## config.mk

```make
export PLATFORM = sky130hd
export DESIGN_NAME = camera_activity_gate_core
export DESIGN_NICKNAME = d
export VERILOG_FILES = /design/src/design/cag_pkg.sv /design/src/design/camera_activity_gate_core.sv /design/src/design/cag_pass_ctrl.sv /design/src/design/cag_camera_store.sv /design/src/design/cag_out_reg.sv
export SDC_FILE = /design/constraint.sdc
export NUM_CORES = 2
export LEC_CHECK = 0
export ABC_AREA = 1
export CAP_MARGIN = 30
export CORE_ASPECT_RATIO = 0.9
export CORE_MARGIN = 2
export CORE_UTILIZATION = 40
export DETAILED_ROUTE_END_ITERATION = 10
export DONT_BUFFER_PORTS = 1
export GPL_TIMING_DRIVEN = 0
export SLEW_MARGIN = 20
export SYNTH_ARGS = -nofsm -noshare
export SYNTH_HDL_FRONTEND = slang
export SYNTH_SLANG_ARGS = --single-unit
```

## constraint.sdc

```tcl
create_clock -name clk -period 8.9 [get_ports clk]
set_clock_uncertainty 0.15 [all_clocks]
set_input_delay 0.445 -clock clk [delete_from_list [all_inputs] [get_ports clk]]
set_output_delay 0.445 -clock clk [all_outputs]
set_load 0.02 [all_outputs]
```

## src/design/cag_pkg.sv

```systemverilog
// Shared types, register codes and defaults for the camera activity gate.
package cag_pkg;

  // Defaults for the top-level parameters
  localparam int MAX_CAMERAS_DEF = 16;
  localparam int TIME_BITS_DEF   = 32;

  // Configuration port
  localparam int CFG_IDX_W  = 3;
  localparam int CFG_DATA_W = 32;

  localparam logic [CFG_IDX_W-1:0] CFG_ACTIVITY_MODE = 3'd0;
  localparam logic [CFG_IDX_W-1:0] CFG_MOTION_COUNTS = 3'd1;
  localparam logic [CFG_IDX_W-1:0] CFG_CAMERA_COUNT  = 3'd2;
  localparam logic [CFG_IDX_W-1:0] CFG_PEEK_MS       = 3'd3;
  localparam logic [CFG_IDX_W-1:0] CFG_LINGER_MS     = 3'd4;
  localparam logic [CFG_IDX_W-1:0] CFG_MIN_SHOW_MS   = 3'd5;

  localparam logic [31:0] PEEK_MS_RST     = 32'd10000;
  localparam logic [31:0] LINGER_MS_RST   = 32'd30000;
  localparam logic [31:0] MIN_SHOW_MS_RST = 32'd10000;

  // Configuration register set
  typedef struct packed {
    logic        activity_mode;
    logic        motion_counts;
    logic [4:0]  camera_count;
    logic [31:0] peek_ms;
    logic [31:0] linger_ms;
    logic [31:0] min_show_ms;
  } cfg_t;

  // One input item (one camera)
  typedef struct packed {
    logic        feed_connected;
    logic        states_usable;
    logic [31:0] idle_ms;
    logic [31:0] now_ms;
    logic [7:0]  object_count;
    logic        motion;
    logic [31:0] last_object_ms;
    logic [31:0] last_motion_ms;
  } item_t;

  // One result item
  typedef struct packed {
    logic [3:0] camera_index;
    logic       visible;
    logic       filtered;
    logic       wake_edge;
    logic       quiet;
    logic       pass_end;
  } result_t;

  // Pass decisions handed to the per-camera store
  typedef struct packed {
    logic show_all;
    logic trusted;
  } pass_ctl_t;

  // Per-camera outcome handed back to pass control
  typedef struct packed {
    logic wake_hit;
    logic shown;
  } cam_stat_t;

  // Pass-level result flags
  typedef struct packed {
    logic filtered;
    logic wake_edge;
    logic quiet;
    logic pass_end;
  } pass_flags_t;

endpackage

```

## src/design/camera_activity_gate_core.sv

```systemverilog
// Top level of the camera activity gate: config registers and datapath wiring.
//
//  channel  | signals                           | direction
//  ---------+-----------------------------------+----------
//  item     | item_valid, item_ready, item      | in
//  result   | result_valid, result_ready, result| out
//  config   | cfg_we, cfg_index, cfg_data       | in
//
// One item per cycle while results are taken: the camera's stored entry is read,
// the filter decided and the entry written in the cycle the item is accepted;
// the result lands in the output register on that edge.
// item_ready is low only while a held result is not taken.
// Reset clears config to defaults and all per-camera and pass state.
// With camera_count zero items are taken and dropped.
module camera_activity_gate_core #(
  parameter int MAX_CAMERAS = cag_pkg::MAX_CAMERAS_DEF,
  parameter int TIME_BITS   = cag_pkg::TIME_BITS_DEF
) (
  input  logic                             clk,
  input  logic                             rst,
  input  logic                             item_valid,
  output logic                             item_ready,
  input  cag_pkg::item_t                   item,
  output logic                             result_valid,
  input  logic                             result_ready,
  output cag_pkg::result_t                 result,
  input  logic                             cfg_we,
  input  logic [cag_pkg::CFG_IDX_W-1:0]    cfg_index,
  input  logic [cag_pkg::CFG_DATA_W-1:0]   cfg_data
);
  import cag_pkg::*;

  localparam int IDX_W = (MAX_CAMERAS > 1) ? $clog2(MAX_CAMERAS) : 1;

  cfg_t        cfg;
  logic        clear;
  logic        accept;
  logic        count_zero;
  logic [IDX_W-1:0] idx;
  pass_ctl_t   ctl;
  pass_flags_t flags;
  cam_stat_t   stat;
  logic        visible;
  logic        can_load;
  result_t     result_next;

  assign clear      = cfg_we && (cfg_index == CFG_CAMERA_COUNT);
  assign item_ready = can_load;
  assign accept     = item_valid && item_ready;

  // Configuration registers
  always_ff @(posedge clk) begin
    if (rst) begin
      cfg.activity_mode <= 1'b0;
      cfg.motion_counts <= 1'b0;
      cfg.camera_count  <= '0;
      cfg.peek_ms       <= PEEK_MS_RST;
      cfg.linger_ms     <= LINGER_MS_RST;
      cfg.min_show_ms   <= MIN_SHOW_MS_RST;
    end else if (cfg_we) begin
      case (cfg_index)
        CFG_ACTIVITY_MODE: cfg.activity_mode <= cfg_data[0];
        CFG_MOTION_COUNTS: cfg.motion_counts <= cfg_data[0];
        CFG_CAMERA_COUNT:  cfg.camera_count  <= cfg_data[4:0];
        CFG_PEEK_MS:       cfg.peek_ms       <= cfg_data;
        CFG_LINGER_MS:     cfg.linger_ms     <= cfg_data;
        CFG_MIN_SHOW_MS:   cfg.min_show_ms   <= cfg_data;
        default: ;
      endcase
    end
  end

  cag_pass_ctrl #(
    .MAX_CAMERAS (MAX_CAMERAS),
    .TIME_BITS   (TIME_BITS),
    .IDX_W       (IDX_W)
  ) u_pass (
    .clk        (clk),
    .rst        (rst),
    .cfg        (cfg),
    .clear      (clear),
    .accept     (accept),
    .item       (item),
    .stat       (stat),
    .idx        (idx),
    .count_zero (count_zero),
    .ctl        (ctl),
    .flags      (flags)
  );

  cag_camera_store #(
    .MAX_CAMERAS (MAX_CAMERAS),
    .TIME_BITS   (TIME_BITS),
    .IDX_W       (IDX_W)
  ) u_store (
    .clk     (clk),
    .rst     (rst),
    .cfg     (cfg),
    .clear   (clear),
    .accept  (accept && !count_zero),
    .item    (item),
    .idx     (idx),
    .ctl     (ctl),
    .visible (visible),
    .stat    (stat)
  );

  // Result assembly
  always_comb begin
    result_next.camera_index = 4'(idx);
    result_next.visible      = visible;
    result_next.filtered     = flags.filtered;
    result_next.wake_edge    = flags.wake_edge;
    result_next.quiet        = flags.quiet;
    result_next.pass_end     = flags.pass_end;
  end

  cag_out_reg u_out (
    .clk          (clk),
    .rst          (rst),
    .load         (accept && !count_zero),
    .data_in      (result_next),
    .can_load     (can_load),
    .result_valid (result_valid),
    .result_ready (result_ready),
    .result       (result)
  );

endmodule

```

## src/design/cag_pass_ctrl.sv

```systemverilog
// Pass sequencing: camera index, connect edge, show-all decision, pass summary.
module cag_pass_ctrl #(
  parameter int MAX_CAMERAS = 16,
  parameter int TIME_BITS   = 32,
  parameter int IDX_W       = 4
) (
  input  logic                  clk,
  input  logic                  rst,
  input  cag_pkg::cfg_t         cfg,
  input  logic                  clear,
  input  logic                  accept,
  input  cag_pkg::item_t        item,
  input  cag_pkg::cam_stat_t    stat,
  output logic [IDX_W-1:0]      idx,
  output logic                  count_zero,
  output cag_pkg::pass_ctl_t    ctl,
  output cag_pkg::pass_flags_t  flags
);
  import cag_pkg::*;

  localparam int CNT_W = $clog2(MAX_CAMERAS + 1);
  localparam int CMP_W = (TIME_BITS > 32) ? TIME_BITS : 32;

  logic [IDX_W-1:0]     item_index;
  logic                 prev_connected;
  logic [TIME_BITS-1:0] connect_stamp;
  logic                 pass_show_all;
  logic                 pass_trusted;
  logic                 wake_seen;
  logic                 any_shown;

  logic [CNT_W-1:0]     count;
  logic                 first;
  logic                 last;
  logic [TIME_BITS-1:0] now_t;
  logic [TIME_BITS-1:0] stamp_eff;
  logic [TIME_BITS-1:0] since_connect;
  logic                 settling;
  logic                 peeking;
  logic                 want_filter;
  logic                 show_all_new;
  logic                 wake_next;
  logic                 any_next;

  // Effective camera count, clamped to the store depth
  always_comb begin
    if (32'(cfg.camera_count) > 32'(MAX_CAMERAS)) begin
      count = CNT_W'(MAX_CAMERAS);
    end else begin
      count = CNT_W'(cfg.camera_count);
    end
  end

  assign count_zero = (count == '0);

  // Current camera; a stale index past the count restarts the pass
  always_comb begin
    if (CNT_W'(item_index) >= count) begin
      idx = '0;
    end else begin
      idx = item_index;
    end
  end

  assign first = (idx == '0);
  assign last  = ((CNT_W'(idx) + CNT_W'(1)) == count);
  assign now_t = TIME_BITS'(item.now_ms);

  // Show-all decision for the first item of a pass
  always_comb begin
    if (item.feed_connected && !prev_connected) begin
      stamp_eff = now_t;
    end else begin
      stamp_eff = connect_stamp;
    end
    since_connect = now_t - stamp_eff;
    settling      = item.feed_connected &&
                    (CMP_W'(since_connect) < CMP_W'(cfg.peek_ms));
    want_filter   = cfg.activity_mode && item.feed_connected && item.states_usable;
    peeking       = item.idle_ms < cfg.peek_ms;
    show_all_new  = !want_filter || peeking || settling;
  end

  // Pass decisions seen by this item
  always_comb begin
    if (first) begin
      ctl.show_all = show_all_new;
      ctl.trusted  = item.feed_connected && item.states_usable;
    end else begin
      ctl.show_all = pass_show_all;
      ctl.trusted  = pass_trusted;
    end
  end

  // Running pass summary including this item
  assign wake_next = (!first && wake_seen) || stat.wake_hit;
  assign any_next  = (!first && any_shown) || stat.shown;

  assign flags.filtered  = !ctl.show_all;
  assign flags.wake_edge = last && wake_next;
  assign flags.quiet     = last && !ctl.show_all && !any_next;
  assign flags.pass_end  = last;

  // Connect edge tracking survives a count write
  always_ff @(posedge clk) begin
    if (rst) begin
      prev_connected <= 1'b0;
      connect_stamp  <= '0;
    end else if (accept && !count_zero && first && !clear) begin
      prev_connected <= item.feed_connected;
      connect_stamp  <= stamp_eff;
    end
  end

  // Pass state
  always_ff @(posedge clk) begin
    if (rst || clear) begin
      item_index    <= '0;
      pass_show_all <= 1'b0;
      pass_trusted  <= 1'b0;
      wake_seen     <= 1'b0;
      any_shown     <= 1'b0;
    end else if (accept && !count_zero) begin
      item_index    <= last ? '0 : idx + IDX_W'(1);
      pass_show_all <= ctl.show_all;
      pass_trusted  <= ctl.trusted;
      wake_seen     <= wake_next;
      any_shown     <= any_next;
    end
  end

endmodule

```

## src/design/cag_camera_store.sv

```systemverilog
// Per-camera state (activity bit, shown-since stamp) and visibility logic.
module cag_camera_store #(
  parameter int MAX_CAMERAS = 16,
  parameter int TIME_BITS   = 32,
  parameter int IDX_W       = 4
) (
  input  logic                clk,
  input  logic                rst,
  input  cag_pkg::cfg_t       cfg,
  input  logic                clear,
  input  logic                accept,
  input  cag_pkg::item_t      item,
  input  logic [IDX_W-1:0]    idx,
  input  cag_pkg::pass_ctl_t  ctl,
  output logic                visible,
  output cag_pkg::cam_stat_t  stat
);
  import cag_pkg::*;

  localparam int CMP_W = (TIME_BITS > 32) ? TIME_BITS : 32;

  logic [MAX_CAMERAS-1:0] prev_active;
  logic [TIME_BITS-1:0]   shown_stamp [MAX_CAMERAS];

  logic                 active;
  logic [TIME_BITS-1:0] now_t;
  logic [TIME_BITS-1:0] last_obj;
  logic [TIME_BITS-1:0] last_mot;
  logic [TIME_BITS-1:0] last_act;
  logic [TIME_BITS-1:0] stamp;
  logic [TIME_BITS-1:0] since_act;
  logic [TIME_BITS-1:0] since_shown;
  logic                 lingering;
  logic                 holding;
  logic [TIME_BITS-1:0] stamp_next;

  assign now_t    = TIME_BITS'(item.now_ms);
  assign last_obj = TIME_BITS'(item.last_object_ms);
  assign last_mot = TIME_BITS'(item.last_motion_ms);
  assign stamp    = shown_stamp[idx];
  assign active   = (item.object_count != '0) || (cfg.motion_counts && item.motion);

  // Filter decision: show-all, active, lingering after activity, or min-show hold
  always_comb begin
    if (cfg.motion_counts && (last_mot > last_obj)) begin
      last_act = last_mot;
    end else begin
      last_act = last_obj;
    end
    since_act   = now_t - last_act;
    since_shown = now_t - stamp;
    lingering   = (last_act != '0) && (CMP_W'(since_act) < CMP_W'(cfg.linger_ms));
    holding     = (stamp != '0) && (CMP_W'(since_shown) < CMP_W'(cfg.min_show_ms));
    visible     = ctl.show_all || active || lingering || holding;
    if (ctl.show_all || !visible) begin
      stamp_next = '0;
    end else if (stamp == '0) begin
      stamp_next = now_t;
    end else begin
      stamp_next = stamp;
    end
  end

  assign stat.wake_hit = ctl.trusted && active && !prev_active[idx];
  assign stat.shown    = !ctl.show_all && visible;

  // Store update for the current camera
  always_ff @(posedge clk) begin
    if (rst || clear) begin
      prev_active <= '0;
      for (int k = 0; k < MAX_CAMERAS; k++) begin
        shown_stamp[k] <= '0;
      end
    end else if (accept) begin
      prev_active[idx] <= ctl.trusted && active;
      shown_stamp[idx] <= stamp_next;
    end
  end

endmodule

```

## src/design/cag_out_reg.sv

```systemverilog
// Result register with valid/ready handshake.
module cag_out_reg (
  input  logic             clk,
  input  logic             rst,
  input  logic             load,
  input  cag_pkg::result_t data_in,
  output logic             can_load,
  output logic             result_valid,
  input  logic             result_ready,
  output cag_pkg::result_t result
);
  import cag_pkg::*;

  // Free when empty or when the held item leaves this cycle
  assign can_load = !result_valid || result_ready;

  always_ff @(posedge clk) begin
    if (rst) begin
      result_valid <= 1'b0;
    end else if (can_load) begin
      result_valid <= load;
    end
  end

  always_ff @(posedge clk) begin
    if (load && can_load) begin
      result <= data_in;
    end
  end

endmodule
```

== After elaboration in Yosys (flattened, before gate mapping) ==
Memories as Yosys holds them, arrays and structs flattened.
Cells that the tools add are included.

* Memory bits (writable): 512
* Register bits after elaboration: 170
* Word-level logic and storage cells: 122
* Memories: 1

* Order comparisons: 9
* Mux-type cells: 21
* Eq/ne operators: 6
* $add $sub $neg: 5
* Reduce and logical (&&, ||, !) cells: 59

{| class="wikitable"
|+ Memory list
! memory !! words !! width !! read ports !! clocked after memory_dff !! wr ports !! RTL line !! source
|-
| u_store.shown_stamp || 16 || 32 || 1 || 0 || 16 || cag_camera_store.sv:23 || <nowiki>logic [TIME_BITS-1:0] shown_stamp [MAX_CAMERAS];</nowiki>
|}

{| class="wikitable"
|+ Operator list
! kind !! count
|-
| two-way mux 32 bit || 5
|-
| < comparator 32 bit || 4
|-
| subtractor 32 bit || 3
|-
| nonzero test 32 bit || 2
|-
| greater-than comparator 32 bit || 1
|-
| zero test 32 bit || 1
|-
| OR reduction 32 bit || 1
|-
| logical AND 1 bit || 24
|-
| bitwise mux 16 bit || 1
|-
| two-way mux 4 bit || 3
|-
| AND reduction 2 bit || 6
|-
| logical OR 1 bit || 11
|-
| zero test 1 bit || 10
|-
| two-way mux 1 bit || 8
|-
| nonzero test 8 bit || 1
|-
| == test 3 x 2 -> 1 bit, second input constant || 2
|-
| == test 3 bit, second input constant || 2
|-
| adder 4 x 1 -> 5 bit, second input constant || 1
|-
| == test 5 bit || 1
|-
| greater-or-equal comparator 4 x 5 -> 1 bit || 1
|-
| greater-than comparator 5 bit, second input constant || 1
|-
| zero test 5 bit || 1
|-
| < comparator 4 x 5 -> 1 bit, second input constant || 1
|-
| two-way mux 5 bit || 1
|-
| 8 further kinds || 8
|}

== Depth between registers and ports, before layout ==
* Depth after elaboration: 15
* Gate-level depth with buffers: 52

== Cells and area by module ==
A second synthesis with hierarchy kept.

* Cells, all modules: 4595
* Area, all modules: 39877.0 um2

{| class="wikitable"
|+ By module, submodules not included
! module !! instances !! area each (um2) !! cells an instance
|-
| cag_camera_store || 1 || 29306.9 || 2993
|-
| cag_pass_ctrl || 1 || 6079.6 || 999
|-
| camera_activity_gate_core || 1 || 4172.8 || 588
|-
| cag_out_reg || 1 || 317.8 || 15
|}

== Worst setup path after synthesis ==
Ideal clock, no wire load.

* Kind: register to register
* Start: reg u_pass.item_index[0]
* End: mem u_store.shown_stamp[5][0], data pin
* Arrival time: 6.034 ns
* Stages on the path, launching flop included: 53
* Path buffers: 6
* Slack: 2.574 ns
* Cell sequence: dfxtp_1 buf_2 clkbuf_1 inv_1 ha_1 inv_1 nand2_1 nand2_1 nor2_2 nor2_4 buf_2 buf_2 nand4_1 nand3_1 nand2_1 nand2_1 nand2_1 inv_1 (+17 left out) a21oi_1 o21ai_0 a21boi_0 o21ai_0 xor2_1 ha_1 nand2_1 inv_1 nand4_1 a21oi_1 a211o_1 a21oi_1 nand2_1 nand3_4 buf_6 nand3_4 buf_4 nor2_1

{| class="wikitable"
|+ RTL lines
! what !! RTL line !! source
|-
| from (decl) || cag_pass_ctrl.sv:24 || <nowiki>logic [IDX_W-1:0] item_index;</nowiki>
|-
| from (signal assigned) || cag_pass_ctrl.sv:124 || <nowiki>item_index <= last ? '0 : idx + IDX_W'(1);</nowiki>
|-
| to (decl) || cag_camera_store.sv:23 ||
|}

==> metrics.md <==
| Metric | Value |
|---|---|
| Post-synth top cells | `nand2_1, nor2_1, edfxtp_1` |
| FF-to-FF Start | `u_pass.item_index[0]` |
| First-pass GRT wire length | `~220000 um` |
| Sink Count | `a little under 700` |
| Outcome | `finished, final reports clean` |
| Setup Fix Bufs, Post-CTS | `0` |
| DRT Pass-1 Iters | `6` |
| Met2 Resource Use GR | `0.422` |
| Worst Setup EP | `u_store.shown_stamp[8][25]` |
| Library cells used by synthesis | `49` |
| Vias in the first global route | `32100` |
| Fin. Hold Viols | `0` |
| Vias | `~36000` |
| CP max FO | `10` |
| Total GRT Usage | `0.295` |
| WL final | `about 160000 um` |
| Post-synthesis net count | `about 5300` |
| I/O pins | `190` |
| Critical Path Most Common Cell | `nand2_1` |
| Power per Cell Area | `about 180 mW/mm2` |
| Post-synth top area share | `0.390` |
| Crit path from | `u_pass.item_index[0]` |
| Count leader, synth | `nand2_1` |
| Fin. max-slew vios | `0` |
| Final hold slack | `~0.017 ns` |
| F_max | `roughly 0.12 GHz` |
| Post-synthesis xor/xnor area fraction | `0.0203` |
| Die Span X | `~340 um` |
| Area grow syn2layout | `13.1%` |
| Synth warn | `0` |
| Worst Reg2Reg Path Length in Cells | `46` |
| Antenna diodes | `0` |
| Worst-path clk slew | `0.06 ns` |
| Final ANT Viol Nets | `0` |
| Vias per cell | `around 5.6` |
| DRT iter0 DRCs | `5130` |
| Leak | `18.7 nW` |
| Simple-gate share of the synthesized area | `0.249` |
| Post-route insts no fill | `around 6500` |
| DP HPWL | `113000 um` |
| Largest net degree at the start of global routing | `34` |
| Worst R2R Setup Slack | `between 0.3 and 0.4 ns` |
| Layout filler cell count | `around 10000` |
| Mapped Cells | `between 4000 and 5000` |
| Worst VDD drop | `between 0.1 and 0.15 mV` |
| Multiplexer share of the synthesized area | `0.00748` |
| Kind of critical path | `register to register` |
| Root buffer cell | `clkbuf_16` |
| Initial antenna violation count | `2` |
| Drt drc | `0` |
| GRT met1 Usage | `0.438` |
| Slew HR | `0.251` |
| RSZ-0062 raised after global routing | `true` |
| Yosys reg bits | `682` |
| RR Endpoint | `u_store.shown_stamp[8][25]` |
| Compound-Gate Fraction of Synth Area | `0.0935` |
| GR peak layer | `met1` |
| Clock buffer depth | `3` |
| Full die area | `approximately 0.10 mm2` |
| Starting density of the core | `0.402` |
| CORE AREA | `0.0998 mm2` |
| Post-synth EDFFs | `~520` |
| Layout cells sized above 1 | `0.0596` |
| Largest family of logic cells by synthesized area | `simple AND/OR/NAND/NOR gates` |
| Arrival time worst endpoint | `just under 9 ns` |
| FFs w/ async S/R, synth | `0` |
| Register area | `~0.019 mm2` |
| Final period util | `0.962` |
| Max incr delay on CP | `0.48 ns` |
| Startpoint Class | `register` |
| Fraction of the mapped netlist area in adder cells | `0.0820` |
| Area contributors post-synth | `edfxtp_1, nand2_1, nor2_1` |
| Routed len/inst | `23.9 um` |
| CP max-delay cell | `clkbuf_1` |
| CTS tree | `done` |
| Synth area leader | `edfxtp_1` |
| Post-layout min period | `around 8.6 ns` |
| Area of the multi-input gates | `about 0.018 mm2` |
| GR Util met3 | `0.0559` |
| H-tree level count | `3` |
| Number of max-cap violations | `0` |
| Grt total ovfl | `0` |
| Worst setup margin | `0.341 ns` |
| Die height | `between 300 and 400 um` |
| Seq/Total Area, Yosys | `0.470` |
| # placed instances | `around 6300` |
| Clk_lat worst skew | `0.66 ns` |
| Final setup viols | `0` |
| Inserted Clock Buffers | `between 70 and 80` |
| Worst EP required | `9.24 ns` |
| PortBufs | `0` |
| Worst Tran Pin Value | `1.12 ns` |
| Avg Cell Area, Syn | `around 8.2 um2` |
| Row count | `between 100 and 150` |
| Placer congestion estimate | `a little under 1` |
| Primary FF master, synth | `edfxtp_1` |
| Critical Path Sink Type | `register` |
| Nets | `around 5500` |
| Mapped Area | `0.0401 mm2` |
| Pre-CTS setup slack | `-0.371 ns` |
| Hold Path Class | `input port to register` |
==> cells by family (layout without fill, tap and decap cells) <==
| group | after synthesis | after routing |
|---|---|---|
| simple gates | 2372 | 2372 |
| buf+inv | 766 | 994 |
| compound gates | 701 | 701 |
| flops | 682 | 682 |
| fa+ha+maj | 261 | 261 |
| xor+xnor | 93 | 93 |
| mux | 30 | 30 |
==> layout by cell type (no fill, tap or decap), types with 63 or more instances in the layout <==
master,count
nand2_1,978
a21oi_1,304
nand4_1,80
nand3_1,248
edfxtp_1,521
dfxtp_1,161
dlygate4sd3_1,69
xor2_1,63
o21ai_0,194
inv_1,494
clkbuf_16,78
nor2_1,953
buf_2,68
clkbuf_1,164
o21ai_1,103
ha_1,258
==> critical path: cells and delay by family, from the launching register on <==
kind | cells | cell delay, ns
AO/OA/AOI/OAI | 7 | 1.30
XOR/XNOR | 1 | 0.15
adder cells (fa/ha/maj) | 3 | 0.98
buffers and inverters | 10 | 2.11
flip-flops | 1 | 0.30
AND/OR/NAND/NOR | 25 | 3.34
==> how the worst min path moves through the flow <==
| stage | endpoint | slack [ns] | from | depth (start not counted) |
|---|---|---|---|---|
| 6_report | u_pass.connect_stamp[1] | 0.02 | item[74] | 4 |
| 5_1_grt | u_pass.connect_stamp[28] | 0.07 | item[101] | 4 |
| 4_1_cts | u_pass.connect_stamp[1] | 0.006 | item[74] | 4 |
| 3_5_place_dp | u_pass.connect_stamp[31] | 0.29 | u_pass.connect_stamp[31] | 2 |
| 3_3_place_gp | u_pass.connect_stamp[0] | 0.29 | u_pass.connect_stamp[0] | 2 |
| 2_1_floorplan | u_pass.connect_stamp[31] | 0.27 | u_pass.connect_stamp[31] | 2 |
==> power breakdown <==
group / switching (W) / total, W / internal, W / leakage (nW)
sequential: 0.0000404 / 0.00360 / 0.00356 / 6.61
clock: 0.00142 / 0.00324 / 0.00182 / 1.21
combinational: 0.000927 / 0.00140 / 0.000471 / 10.9
==> through the flow <==
step	area, um2	total power [W]	util	setup TNS [ns]
after floorplan	40100	0.00458	-	0
after global placement	41800	0.00494	0.419	-61.38
after detailed placement	42100	0.00497	0.422	-47.20
after CTS	45300	0.00818	0.454	0
after global routing	45400	0.00850	0.455	-0.00606
final	45400	0.00824	0.455	0
==> cell type report <==
cell class              count  share of cell area
plain buffers             263              0.0276
clock buffers             109              0.0473
clock inverters            33             0.00720
inverters                 503              0.0416
multi-input cells        3457               0.402
flip-flops and latches    682               0.416
well taps                1344              0.0371
repair buffers             86              0.0216
==> state kept, by name, summed over array words and instances (netlist names) <==
| name | cells |
|---|---|
| cfg | 103 |
| u_out.result | 9 |
| u_out.result_valid | 1 |
| u_pass.any_shown | 1 |
| u_pass.connect_stamp | 32 |
| u_pass.item_index | 4 |
| u_pass.pass_show_all | 1 |
| u_pass.pass_trusted | 1 |
| u_pass.prev_connected | 1 |
| u_pass.wake_seen | 1 |
| u_store.prev_active | 16 |
| u_store.shown_stamp | 512 |
==> timing repair <==
item | in CTS | in global routing
hold buffers | 69 | 0
endpoints found under the hold margin | 138 | 0
gates resized for setup | 2 | 14
setup endpoints to repair | 398 | 505
==> per-layer routing <==
layer,vias up,wire (um)
met1,17100,66600
met4,2,6230
met5,-,7
met2,2085,64100
li1,16600,-
met3,317,18100
Power figures use the tool's default switching activity.
